`src/rtl/ppu_pkg.sv`:
```
`timescale 1ns / 1ps

package ppu_pkg;

  localparam logic [1:0] OP_PAL_WR = 2'd0;
  localparam logic [1:0] OP_START  = 2'd1;
  localparam logic [1:0] OP_DATA   = 2'd2;

  localparam logic [1:0] DEPTH_1  = 2'd0;
  localparam logic [1:0] DEPTH_4  = 2'd1;
  localparam logic [1:0] DEPTH_8  = 2'd2;
  localparam logic [1:0] DEPTH_16 = 2'd3;

  localparam int JOB_COL_W  = 12;
  localparam int FIFO_DEPTH = 4;

  // is_wr: payload = {index, rgb}; otherwise payload[15:0] = data word
  typedef struct packed {
    logic                 is_wr;
    logic [31:0]          payload;
    logic [2:0]           pos;
    logic [3:0]           cnt;
    logic [JOB_COL_W-1:0] col;
    logic [9:0]           row;
    logic [1:0]           depth;
    logic                 last;
  } job_t;

endpackage

```
`src/rtl/ppu_fifo.sv`:
```
`timescale 1ns / 1ps

module ppu_fifo (
  input  logic          clk,
  input  logic          rst_n,
  input  logic          wr_valid,
  output logic          wr_ready,
  input  ppu_pkg::job_t wr_job,
  output logic          rd_valid,
  input  logic          rd_ready,
  output ppu_pkg::job_t rd_job
);
  import ppu_pkg::*;

  localparam int AW = $clog2(FIFO_DEPTH);

  job_t          mem_r [FIFO_DEPTH];
  logic [AW-1:0] wr_ptr_r, wr_ptr_nxt;
  logic [AW-1:0] rd_ptr_r, rd_ptr_nxt;
  logic [AW:0]   count_r, count_nxt;
  logic          do_wr, do_rd;

  assign wr_ready = (count_r != (AW+1)'(FIFO_DEPTH));
  assign rd_valid = (count_r != '0);
  assign rd_job   = mem_r[rd_ptr_r];
  assign do_wr    = wr_valid && wr_ready;
  assign do_rd    = rd_valid && rd_ready;

  always_comb begin
    wr_ptr_nxt = do_wr ? wr_ptr_r + 1'b1 : wr_ptr_r;
    rd_ptr_nxt = do_rd ? rd_ptr_r + 1'b1 : rd_ptr_r;
    count_nxt  = count_r + (AW+1)'(do_wr) - (AW+1)'(do_rd);
  end

  always_ff @(posedge clk) begin
    if (do_wr) begin
      mem_r[wr_ptr_r] <= wr_job;
    end
  end

  always_ff @(posedge clk) begin
    if (!rst_n) begin
      wr_ptr_r <= '0;
      rd_ptr_r <= '0;
      count_r  <= '0;
    end else begin
      wr_ptr_r <= wr_ptr_nxt;
      rd_ptr_r <= rd_ptr_nxt;
      count_r  <= count_nxt;
    end
  end

endmodule

```
`config.mk`:
```
export PLATFORM = sky130hd
export DESIGN_NAME = ppu_fifo
export DESIGN_NICKNAME = d
export VERILOG_FILES = /design/src/rtl/ppu_pkg.sv /design/src/rtl/ppu_fifo.sv
export SDC_FILE = /design/constraint.sdc
export NUM_CORES = 1
export LEC_CHECK = 0
export ABC_AREA = 1
export ABC_CLOCK_PERIOD_IN_PS = 12100
export BUFFER_PORTS_ARGS = -buffer_cell sky130_fd_sc_hd__buf_2
export CORE_MARGIN = 1
export CORE_UTILIZATION = 47
export CTS_CLUSTER_DIAMETER = 100
export DETAILED_ROUTE_END_ITERATION = 7
export PLACE_DENSITY = 0.67
export SETUP_SLACK_MARGIN = 0.1
export SLEW_MARGIN = 30
export SYNTH_ARGS = -nofsm -noshare
export SYNTH_HDL_FRONTEND = slang
export SYNTH_SLANG_ARGS = --single-unit
```
`constraint.sdc`:
```
create_clock -name clk -period 12.1 [get_ports clk]
set_input_delay 0.605 -clock clk [delete_from_list [all_inputs] [get_ports clk]]
set_output_delay 0.605 -clock clk [all_outputs]
set_load 0.01 [all_outputs]
```
==> After elaboration in Yosys (flattened, before gate mapping) <==
Memory sizes are Yosys's and may differ from the RTL's. A register that Yosys moved wholly into a read port is not among the register bits.
Index checks and enable logic that the tools add are counted.
{ "classes": {"eq_ne": 1, "reduce_logical": 3, "add_sub_neg": 4, "n_mux": 4} }
{ "ops": {"columns": ["op", "n"], "rows": [
  ["$add A2 B1 Y2 const B", 2],
  ["$mux W2", 2],
  ["$add A3 B1 Y3", 1],
  ["$ne A3 B3 Y1 const B", 1],
  ["$reduce_bool A3 Y1", 1],
  ["$sub A3 B1 Y3", 1],
  ["$logic_and A1 B1 Y1", 2],
  ["$mux W1", 2]
]} }
{ "totals": {"reg_bits": 7, "ramBits": 260, "n_memories": 1, "inputBits": 69, "output_inout_bits": 67, "elab_cells": 16} }
{ "memory_table": {"columns": ["memory", "words", "width", "read_ports", "rd_ports_with_merged_regs", "write_ports", "line_no", "source"], "rows": [
  ["mem_r", 4, 65, 1, 1, 1, "ppu_fifo.sv:17", "job_t mem_r [FIFO_DEPTH];"]
]} }

==> Depth between registers and ports, before layout <==
{ "logic_depth": {"ltp_word": 4, "mapped_depth": 10, "ltp_nobuf": 10} }

==> Worst setup path after synthesis <==
No wires, ideal clock.
{ "synth_timing": {"path_kind": "register to register", "start": "reg count_r[1]", "end": "mem mem_r[0][0] (netlist name) (enable)", "setup_time_ps": 489, "n_path_buf": 0, "setup_slack_ps": 8091, "t_required_ps": 11611, "stages_incl_launch_ff": 5, "arrival_time_ps": 3520, "period_less_slack_ps": 4009, "cell_sequence": "dfxtp_1 > nor2_1 > nand2_1 > nand2_1 > nor2_1"} }
{ "synth_via": {"elab_chain_cells": 4} }
{ "synth_rtl": {"columns": ["element", "line_no", "source"], "rows": [
  ["from (decl)", "ppu_fifo.sv:20", "logic [AW:0] count_r, count_nxt;"],
  ["from (signal assigned)", "ppu_fifo.sv:49", "count_r <= count_nxt;"],
  ["$ne A3 B3 Y1", "ppu_fifo.sv:23", "assign wr_ready = (count_r != (AW+1)'(FIFO_DEPTH));"],
  ["via wr_ready", "ppu_fifo.sv:7", "output logic wr_ready,"],
  ["$logic_and A1 B1 Y1", "ppu_fifo.sv:26", "assign do_wr = wr_valid && wr_ready;"],
  ["$mux W1", "ppu_fifo.sv:36", "if (do_wr) begin"],
  ["$mux W1 (implied by the code)", "ppu_fifo.sv:37", "mem_r[wr_ptr_r] <= wr_job;"],
  ["to (decl)", "ppu_fifo.sv:17", null]
]} }
The timed path passes the listed nets, and every way through them passes these cells.

==> run metrics <==
Comb power frac=22.0%; CTS Buf Count=27; sw frac=29.05%; Site Rows=54; Tmin final=3.399 ns; Startpoint Class=flip-flop; CTS H-tree depth=1; Pint=1.822 mW; DR vias/cell=5.304; Initial DRT Pass Iterations=4; RSZ-0062 raised after global routing=no; Setup Skew=0.007894 ns; grt met1 use=23.41%; post-route ant nets=0; layout cells sized above 1=28.28%; crit-path max FO=88; synthesized instance count=694; Pwr per Cell Area=210.7 nW/µm²; worst-case vdd ir drop=0.1315 mV; Max Root-Sink Buffers=3; status=finished, final reports clean; largest net degree at the start of global routing=89; Vias=5978; pre-CTS setup slack=8.977 ns; Die Y=151.0 µm; Seq/Total Area, Yosys=76.59%; max-slew violation count=0; Yosys warnings=0; count of cell types in the netlist=23; Synth Net Count=770; Clock Power Share=32.1%; routing usage on met3=3.946%; Netlist Area Pre-Place=10430 µm²; GP Congestion=0.6794; Area growth, synth to finish=16.86%; post-DP HPWL=11110 µm; clk_lat worst skew=0.52 ns; Final Hold Vio Count=0; postcts setup bufs=0; Yosys top cell by area=edfxtp_1; WP data arrival=2.79 ns; Multi-input gate area=2113 µm²; post-synth top area share=74.87%; fillcell total=1750; Sink Count=269; initial core utilization=47.79%; leakage=4.244 nW; final setup TNS=0 ns; Worst Reg2Reg Path Length in Cells=5; NetSw=0.7460 mW; max-cap viol count=0; CP Class=flip-flop to output pin; Rel. slew slack=36.83%; syn_area_per_cell=15.03 µm²; critical path data required time=11.49 ns; Flop pwr share=45.8%; clock tree root driver cell=clkbuf_16; Final Cycle Share=28.09%; Seq cells post-synth=269; placed cells=1075; final non-filler cell total=1127; Design Power=2.568 mW; # DRC=0; Clock transition at path regs=0.06 ns; number of global-route vias before repair=5692; first-pass GRT wire length=30540 µm; critical path endpoint category=output pin; Worst Max-Slew Pin Slew=0.9453 ns; most used routing layer=met2; initial antenna violation count=3; worst setup margin=8.701 ns; CTS tree=yes; Global Route Usage Sum=17.75%; R2R Path End=mem_r[1][26]; fin nets=901; Core Footprint=21820 µm²; Final Setup Violations=0; hold path startpoint=wr_job[35]; die width=151.0 µm; M2 GR Usage=29.08%; fmax=0.2942 GHz; CTS resizes=0; DR WL/cell=18.03 µm; die area=22790 µm²; FF-to-FF Start=count_r[1]; synth top area cells=edfxtp_1 75%, nor2_1 4.4%, o21ai_0 4.4%; total grt overflow=0; DRT Wirelength=20320 µm; worst setup path end=rd_job[26]; initial DRC count=310; # IOs=136; hold_buf cts=0; reg-to-reg slack, setup=9.32 ns; register area=7993 µm²; Port Buf Inserts=135; Hold Crit Class=primary input to flip-flop
routing by layer:
metal / part of all wire [%] / vias up
met1: 44 / 2916
met5: 0.064 / -
met2: 48 / 157
li1: - / 2866
met3: 5.7 / 37
met4: 2.3 / 2
power groups by stage:
| stage | Clock, mW | Sequential, mW | Combinational, mW |
|---|---|---|---|
| detailed placement | 0 | 1.20 | 0.570 |
| CTS | 0.840 | 1.18 | 0.573 |
| finish | 0.825 | 1.18 | 0.565 |
| global route | 0.871 | 1.19 | 0.630 |
| floorplan | 0 | 1.18 | 0.398 |
| global placement | 0 | 1.20 | 0.562 |
through the flow:
step           instance area (µm²)  hold slack, ns  util [%]
3_5_place_dp                 11260          0.4787     51.58
6_report                     12190          0.2916     55.84
4_1_cts                      12150          0.2728     55.68
2_1_floorplan                10430          0.4481         -
3_3_place_gp                 11260          0.4676     51.58
5_1_grt                      12190          0.2763     55.84
worst min path at each step:
stage | endpoint | depth (start not counted)
2_1_floorplan | flip-flop | 2
3_3_place_gp | rd_ptr_r[0] | 2
3_5_place_dp | flip-flop | 2
4_1_cts | mem_r[0][45] | 1
5_1_grt | mem_r[0][45] | 1
6_report | mem_r[1][35] | 1
cells in the final DEF (no fill, tap or decap), types with 7 or more instances in the layout:
cell type / n
o22ai_2: 20
nor2_1: 118
o21ai_1: 35
buf_2: 135
dfxtp_1: 7
inv_1: 14
clkbuf_16: 27
nor2_4: 24
buf_4: 7
o21ai_0: 91
o22ai_1: 45
nand2_1: 13
edfxtp_1: 260
layout make-up:
class | instances | area share [%]
antenna | 2 | 0.04107
clock buffer | 34 | 6.088
clock inverter | 15 | 1.242
inverter | 16 | 0.5339
multi-input combinational | 367 | 17.34
sequential | 269 | 65.59
tap | 280 | 2.875
timing repair buffer | 144 | 6.294
worst max-delay path, stage by stage (launching register included):
cell     delay (ns)
dfxtp_4        0.52
inv_6          0.50
buf_6          0.59
nor2_1         0.10
o22ai_1        0.24
buf_2          0.18
cells by family (layout without fill, tap and decap cells):
kind of cell / count (synthesis) / count (layout) / synth area share, %
other: 0 / 2 / 0
AOI/OAI and AO/OA: 202 / 202 / 11.90
DFF: 269 / 269 / 76.59
and+or+nand+nor: 158 / 158 / 7.163
buffers and inverters: 58 / 209 / 3.431
adders and majority gates: 7 / 7 / 0.9118
cells in the mapped netlist:
| cell | number |
|---|---|
| buf_2 | 12 |
| inv_6 | 1 |
| nor2_4 | 20 |
| fa_1 | 1 |
| inv_1 | 14 |
| o21ai_0 | 91 |
| o22ai_1 | 45 |
| nor2_1 | 122 |
| buf_12 | 3 |
| inv_2 | 1 |
| o22ai_2 | 20 |
| o21ai_2 | 5 |
| edfxtp_1 | 260 |
| clkbuf_1 | 17 |
| buf_4 | 1 |
| o21ai_1 | 35 |
| buf_6 | 9 |
| a21boi_0 | 2 |
| dfxtp_1 | 9 |
| nand2_1 | 13 |
| ha_1 | 6 |
| nand3_1 | 3 |
| a21oi_1 | 4 |
state kept, by name (all words and copies together) (netlist names), named ones only:
name and cells:
rd_ptr_r 2, wr_ptr_r 2, count_r 3, mem_r 260
Note: power is estimated with default switching activity, not from simulation.
