--- src/rtl/ppu_pkg.sv ---
`timescale 1ns / 1ps

package ppu_pkg;

  localparam logic [1:0] OP_PAL_WR = 2'd0;
  localparam logic [1:0] OP_START  = 2'd1;
  localparam logic [1:0] OP_DATA   = 2'd2;

  localparam logic [1:0] DEPTH_1  = 2'd0;
  localparam logic [1:0] DEPTH_4  = 2'd1;
  localparam logic [1:0] DEPTH_8  = 2'd2;
  localparam logic [1:0] DEPTH_16 = 2'd3;

  localparam int JOB_COL_W  = 12;
  localparam int FIFO_DEPTH = 4;

  // is_wr: payload = {index, rgb}; otherwise payload[15:0] = data word
  typedef struct packed {
    logic                 is_wr;
    logic [31:0]          payload;
    logic [2:0]           pos;
    logic [3:0]           cnt;
    logic [JOB_COL_W-1:0] col;
    logic [9:0]           row;
    logic [1:0]           depth;
    logic                 last;
  } job_t;

endpackage

--- src/rtl/ppu_front.sv ---
`timescale 1ns / 1ps

module ppu_front #(
  parameter int PALETTE_ENTRIES = 256,
  parameter int COORD_LIMIT     = 1024
) (
  input  logic        clk,
  input  logic        rst_n,
  input  logic        in_valid,
  output logic        in_ready,
  input  logic [1:0]  op,
  input  logic [7:0]  pal_index,
  input  logic [23:0] pal_rgb,
  input  logic [9:0]  start_col,
  input  logic [9:0]  row,
  input  logic [2:0]  first_offset,
  input  logic [9:0]  pixel_count,
  input  logic [1:0]  depth_mode,
  input  logic [15:0] data_word,
  output logic        push_valid,
  input  logic        push_ready,
  output ppu_pkg::job_t push_job
);
  import ppu_pkg::*;

  localparam int CW = $clog2(COORD_LIMIT);
  localparam int MW = ((CW > 10) ? CW : 10) + 1;

  logic [CW-1:0] next_col_r, next_col_nxt;
  logic [9:0]    run_row_r, run_row_nxt;
  logic [9:0]    pixels_left_r, pixels_left_nxt;
  logic [2:0]    byte_offset_r, byte_offset_nxt;
  logic [1:0]    run_depth_r, run_depth_nxt;

  logic          accept;
  logic [MW-1:0] start_mod;
  logic [3:0]    avail;
  logic [3:0]    n_pix;
  logic [2:0]    pos;
  logic [CW:0]   col_sum;
  logic [CW:0]   col_adv;

  function automatic logic [MW-1:0] col_wrap(input logic [9:0] c);
    logic [MW-1:0] v;
    v = MW'(c);
    for (int i = 0; i < 4; i++) begin
      if (v >= MW'(COORD_LIMIT)) begin
        v = v - MW'(COORD_LIMIT);
      end
    end
    return v;
  endfunction

  assign in_ready = push_ready;
  assign accept   = in_valid && in_ready;
  assign start_mod = col_wrap(start_col);

  always_comb begin
    case (run_depth_r)
      DEPTH_1: begin
        pos   = byte_offset_r;
        avail = 4'd8 - {1'b0, byte_offset_r};
      end
      DEPTH_4: begin
        pos   = {2'b00, byte_offset_r[0]};
        avail = byte_offset_r[0] ? 4'd1 : 4'd2;
      end
      default: begin
        pos   = 3'd0;
        avail = 4'd1;
      end
    endcase
    n_pix   = (pixels_left_r < {6'd0, avail}) ? pixels_left_r[3:0] : avail;
    col_sum = {1'b0, next_col_r} + (CW+1)'(n_pix);
    col_adv = (col_sum >= (CW+1)'(COORD_LIMIT)) ? col_sum - (CW+1)'(COORD_LIMIT) : col_sum;
  end

  always_comb begin
    next_col_nxt    = next_col_r;
    run_row_nxt     = run_row_r;
    pixels_left_nxt = pixels_left_r;
    byte_offset_nxt = byte_offset_r;
    run_depth_nxt   = run_depth_r;
    push_valid      = 1'b0;
    push_job        = '0;
    if (accept) begin
      case (op)
        OP_PAL_WR: begin
          push_valid       = ({1'b0, pal_index} < 9'(PALETTE_ENTRIES));
          push_job.is_wr   = 1'b1;
          push_job.payload = {pal_index, pal_rgb};
        end
        OP_START: begin
          next_col_nxt    = CW'(start_mod);
          run_row_nxt     = row;
          byte_offset_nxt = first_offset;
          pixels_left_nxt = pixel_count;
          run_depth_nxt   = depth_mode;
        end
        OP_DATA: begin
          if (pixels_left_r != 10'd0) begin
            push_valid       = 1'b1;
            push_job.payload = {16'd0, data_word};
            push_job.pos     = pos;
            push_job.cnt     = n_pix;
            push_job.col     = JOB_COL_W'(next_col_r);
            push_job.row     = run_row_r;
            push_job.depth   = run_depth_r;
            push_job.last    = (pixels_left_r == 10'(n_pix));
            pixels_left_nxt  = pixels_left_r - 10'(n_pix);
            next_col_nxt     = CW'(col_adv);
            byte_offset_nxt  = 3'd0;
          end
        end
        default: begin
        end
      endcase
    end
  end

  always_ff @(posedge clk) begin
    if (!rst_n) begin
      next_col_r    <= '0;
      run_row_r     <= '0;
      pixels_left_r <= '0;
      byte_offset_r <= '0;
      run_depth_r   <= '0;
    end else begin
      next_col_r    <= next_col_nxt;
      run_row_r     <= run_row_nxt;
      pixels_left_r <= pixels_left_nxt;
      byte_offset_r <= byte_offset_nxt;
      run_depth_r   <= run_depth_nxt;
    end
  end

endmodule

--- config.mk ---
export PLATFORM = sky130hd
export DESIGN_NAME = ppu_front
export DESIGN_NICKNAME = d
export VERILOG_FILES = /design/src/rtl/ppu_pkg.sv /design/src/rtl/ppu_front.sv
export SDC_FILE = /design/constraint.sdc
export NUM_CORES = 1
export LEC_CHECK = 0
export BUFFER_PORTS_ARGS = -buffer_cell sky130_fd_sc_hd__buf_2
export CORE_UTILIZATION = 25
export DETAILED_ROUTE_END_ITERATION = 12
export HOLD_SLACK_MARGIN = 0.1
export PLACE_DENSITY = 0.5
export SKIP_LAST_GASP = 1
export SLEW_MARGIN = 20
export SYNTH_ARGS = -nofsm -noshare
export SYNTH_HDL_FRONTEND = slang
export SYNTH_SLANG_ARGS = --single-unit
--- constraint.sdc ---
create_clock -name clk -period 4.43 [get_ports clk]
set_input_delay 0.6645 -clock clk [delete_from_list [all_inputs] [get_ports clk]]
set_output_delay 0.6645 -clock clk [all_outputs]
set_load 0.01 [all_outputs]
Word-level counts from Yosys, hierarchy flattened
Cells that the tools add are included.
W data, S select, Z words.
{"block": "totals", "regBits": 35, "in_bits": 89, "output_inout_bits": 67, "wordCells": 42}
{"block": "op_classes", "n_addsub": 4, "order_cmp": 2, "eq_ne": 5, "muxes": 19, "reduce_logical": 7}
{"cell": "$mux W65", "n": 1}
{"cell": "$pmux W32 S2", "n": 1}
{"cell": "$mux W48", "n": 1}
{"cell": "$pmux W10 S2", "n": 2}
{"cell": "$mux W32", "n": 1}
{"cell": "$mux W10", "n": 3}
{"cell": "$pmux W3 S2", "n": 2}
{"cell": "$add A10 B4 Y11", "n": 1}
{"cell": "$ge A11 B11 Y1 const B", "n": 1}
{"cell": "$eq A10 B4 Y1", "n": 1}
{"cell": "$lt A10 B4 Y1", "n": 1}
{"cell": "$reduce_bool A10 Y1", "n": 1}
{"cell": "$sub A10 B1 Y10 const B", "n": 1}
{"cell": "$sub A10 B4 Y10", "n": 1}
{"cell": "$pmux W4 S2", "n": 1}
{"cell": "$eq A2 B1 Y1 const B", "n": 2}
{"cell": "$logic_not A2 Y1", "n": 2}
{"cell": "$mux W4", "n": 1}
{"cell": "$sub A4 B3 Y4 const A", "n": 1}
{"cell": "$mux W1", "n": 3}
{"cell": "$mux W3", "n": 1}
{"cell": "$reduce_and A3 Y1", "n": 1}
{"cell": "$eq A2 B2 Y1 const B", "n": 1}
{"cell": "$mux W2", "n": 1}
{"cell": "5 further kinds", "n": 5}

Longest topological paths before layout
{"block": "logic_depth", "word_depth": 9, "mapped_depth": 19, "depth_no_buf": 18}

Worst setup path after synthesis
Ideal clock, no wire load.
{"block": "synth_path", "path_kind": "register to register", "from": "register byte_offset_r[0]", "to": "register next_col_r[6]", "setup_ns": 0.119, "t_arrival_ns": 3.613, "required_time_ns": 4.311, "setup_slack_ns": 0.699, "path_stages_with_launch": 18, "path_buffers": 1, "period_less_slack_ns": 3.731, "path_cell_list": "dfxtp_1 -> inv_1 -> ha_1 -> xor2_1 -> nor3_1 -> inv_1 -> ha_1 -> o2111a_1 -> or4_1 -> buf_6 -> mux2i_4 -> ha_1 -> inv_1 -> fa_1 -> nand2b_1 -> a211oi_1 -> a21oi_1 -> o221a_2"}
{"block": "synth_between", "elab_chain_cells": 9}
{"item": "from (decl)", "line": "ppu_front.sv:32", "text": "logic [2:0] byte_offset_r, byte_offset_nxt;"}
{"item": "from (signal assigned)", "line": "ppu_front.sv:132", "text": "byte_offset_r <= byte_offset_nxt;"}
{"item": "$sub A4 B3 Y4 / $mux W2 (equally long branches)", "line": "ppu_front.sv:62, ppu_front.sv:66"}
{"item": "$pmux W4 S2 (*)", "line": "ppu_front.sv:59", "text": "case (run_depth_r)"}
{"item": "$lt A10 B4 Y1", "line": "ppu_front.sv:73", "text": "n_pix = (pixels_left_r < {6'd0, avail}) ? pixels_left_r[3:0] : avail;"}
{"item": "$mux W4 (*)", "line": "ppu_front.sv:73"}
{"item": "$add A10 B4 Y11 (*)", "line": "ppu_front.sv:74", "text": "col_sum = {1'b0, next_col_r} + (CW+1)'(n_pix);"}
{"item": "$sub A10 B1 Y10 / $ge A11 B11 Y1 (equally long branches)", "line": "ppu_front.sv:75", "text": "col_adv = (col_sum >= (CW+1)'(COORD_LIMIT)) ? col_sum - (CW+1)'(COORD_LIMIT) : col_sum;"}
{"item": "$mux W10 (*)", "line": "ppu_front.sv:75"}
{"item": "$mux W10 (*)", "line": "ppu_front.sv:101", "text": "if (pixels_left_r != 10'd0) begin"}
{"item": "$pmux W10 S2 (*)", "line": "ppu_front.sv:87", "text": "case (op)"}
{"item": "to (signal assigned)", "line": "ppu_front.sv:129", "text": "next_col_r <= next_col_nxt;"}
{"item": "to (decl)", "line": "ppu_front.sv:29", "text": "logic [CW-1:0] next_col_r, next_col_nxt;"}
Mark *: on every way between the ends. The rest lies on a longest branch, timed or not. The select of a mux whose other input is x is not followed.
A chain may end at the register's enable or synchronous reset.

==> results.ini <==
[global_routing]
grt_max_degree=38
grt_pass1_wl_mm=14.8
antenna_found_initial=0
grt_usage_pct=16.6
grt_overflow=0
grt_pass1_vias=3073

[synth]
yosysWarnings=0
synth-main-ff-cell=dfxtp_1
yosys-top-cells-area=dfxtp_1, and2_1, nand2_1
yosysTopAreaCellShare_pct=25.8
synth_edf_count=0
netlist_area_um2=2720
synth.distinct_cells=55
avgSynthCellArea_um2=7.26
netlist_instances=374
synth_seq_area_share_pct=25.8
synth_top_area_cell=dfxtp_1
synth-seq-cells=35
async_reset_ff_share_pct=0
synth_commonest_cells=nand2_1, nor2_1, and2_1

[placed_design]
dp_slack_ns=0.208
routabilityCongestion=0.857
io_buffers=153
post-dp-hpwl_mm=7.36

[cts]
cts_max_path_buffers=2
clk_latency_ns=0.29
cts.sinks=35
cts_tree=done
cts_buffers=5
cts_root_buf=clkbuf_8
htreeDepth=2
clk_pin_slew_ns=0.08

[layout]
finalNetCount=615
syn_to_final_growth_pct=35.9
diodes=0
drive_gt1_share_pct=34.3

[floorplan]
dieArea_um2=11300
pin_count=156
initial_core_util_pct=26.1
die_x_um=106
fp-row-count=37
core_region_area_um2=10400
fp.dieH_um=106

[detailed_routing]
routed_via_density=4.94
post_drt_wl_per_cell_um=14.7
drt_wl_total_mm=9.52
first_pass_iters=4
drc_errors=0
ant_nets=0
num_vias=3208
drt_iter0_markers=103

[sta]
hold_violations=0
fin_crit_sh_pct=96.0
setup_viol=0
slew_viol_final=0
fmax_ghz=0.235
clock-skew-final_ns=0.00475
tightest_slew_ns=1.03
final.setup.worst_slack_ns=0.177
setup_tns_ns=0
rsz0062_at_grt=false
relSlewSlack_pct=31.0
final.min_clock_period_ns=4.25

[setup_path]
crit_path_top_delay_cell=or4_4
max_stage_delay_ns=0.58
reg2regPathDepth=16
cp_data_required_time_ns=3.77
startpoint_type=flip-flop
cp_max_fo=4
cp_common_cell=ha_1
crit_path_cell_trace=inv_1 > ha_1 > xor2_1 > nor3_1 > inv_1 > ha_1 > o2111a_1 > or4_4 > mux2i_1 > ha_1 > nand4_1 > nor3_1 > buf_2
endpoint_kind=primary output
r2r_slack_ns=0.29
criticalPathCategory=flip-flop to primary output
cp.arrival_ns=3.59

[pwr]
ir_drop_uv=125
p_leak_nw=1.72
p_per_area_nw_per_um2=250
p_total_uw=922

[job]
max_cap_violations=0

[min_path]
hold_path_class=flip-flop to flip-flop
min_path_cells=2

[status]
status=finished clean

==> metrics by stage <==
| stage | hold WS (ns) | cell area (µm²) | util (%) | instances |
|---|---|---|---|---|
| global route | 0.473 | 3690 | 35.4 | 649 |
| global placement | 0.438 | 3560 | 34.2 | 641 |
| detailed placement | 0.445 | 3560 | 34.2 | 641 |
| CTS | 0.455 | 3680 | 35.3 | 649 |
| floorplan | 0.432 | 2720 | - | 375 |
| finish | 0.452 | 3690 | 35.4 | 649 |
==> cell type report <==
class | instances | area [µm²]
fillers | 1152 | 6730
multi-input cells | 298 | 1860
repair buffers | 155 | 781
flip-flops and latches | 35 | 701
well taps | 136 | 170
clock buffers | 6 | 82.6
inverters | 17 | 63.8
clock inverters | 2 | 35.0
==> path summary, 6_finish.rpt <==
kind / from / end
worst min-delay path: run_row_r[4]$_SDFFE_PN0P_ / run_row_r[4]$_SDFFE_PN0P_
worst max-delay path: byte_offset_r[0]$_SDFFE_PN0P_ / push_job[0]
worst min register to register: run_row_r[4]$_SDFFE_PN0P_ / run_row_r[4]$_SDFFE_PN0P_
worst max register to register: byte_offset_r[0]$_SDFFE_PN0P_ / next_col_r[9]$_SDFFE_PN0P_
==> kinds of logic (layout without fill, tap and decap cells) <==
| kind of cell | Yosys count | count (layout) | share of synthesized area, % |
|---|---|---|---|
| AND/OR/NAND/NOR | 170 | 170 | 31.3 |
| flip-flops | 35 | 35 | 25.8 |
| multiplexers | 6 | 6 | 2.81 |
| AO/OA/AOI/OAI | 104 | 104 | 25.4 |
| other | 1 | 2 | 0.138 |
| buffers and inverters | 42 | 180 | 6.82 |
| XOR/XNOR | 2 | 2 | 0.645 |
| adder cells (fa/ha/maj) | 14 | 14 | 7.00 |
==> worst max-delay path, delay by kind of cell (launching register included) <==
kind / cells / cell delay, ns
xor gates and xnor gates: 1 / 0.14
and+or+nand+nor: 4 / 1.16
muxes: 1 / 0.20
DFF: 1 / 0.38
adders and majority gates: 3 / 0.91
AOI/OAI and AO/OA: 1 / 0.15
buffers and inverters: 3 / 0.36
==> layer usage <==
metal	GRT usage, %	part of all wire (%)	up-vias
met2	30.4	50	128
met5	0	0	-
li1	-	-	1585
met3	3.00	5.9	13
met1	18.9	41	1482
met4	6.45	2.7	0
==> cells in the final DEF (no fill, tap or decap), types with 9 or more instances in the layout <==
cell      synthesis  layout
a21oi_1          32      32
nand2_1          44      44
inv_1            16      16
buf_2             4     153
and2_1           38      38
ha_1             12      12
a211oi_1          9       9
o21ai_0          12      12
nor2_1           44      44
nand3_1           9       9
dfxtp_1          35      35
a22oi_1          18      18
==> state kept, by name (all words and copies together) (netlist names) <==
signal / flops
byte_offset_r: 3
next_col_r: 10
pixels_left_r: 10
run_depth_r: 2
run_row_r: 10
==> what timing repair did <==
action / in CTS / in global routing
buffers inserted: 0 / 0
gates resized for setup: 0 / 1
hold buffers: 0 / 0
endpoints found under the setup margin: 0 / 4
==> report_power, final <==
part	total, mW	switching, mW	internal, mW
Combinational	0.276	0.156	0.120
Sequential	0.338	0.0127	0.326
Clock	0.308	0.125	0.182
Total	0.922	0.294	0.628
No activity file was read; power rests on OpenSTA's default activity.
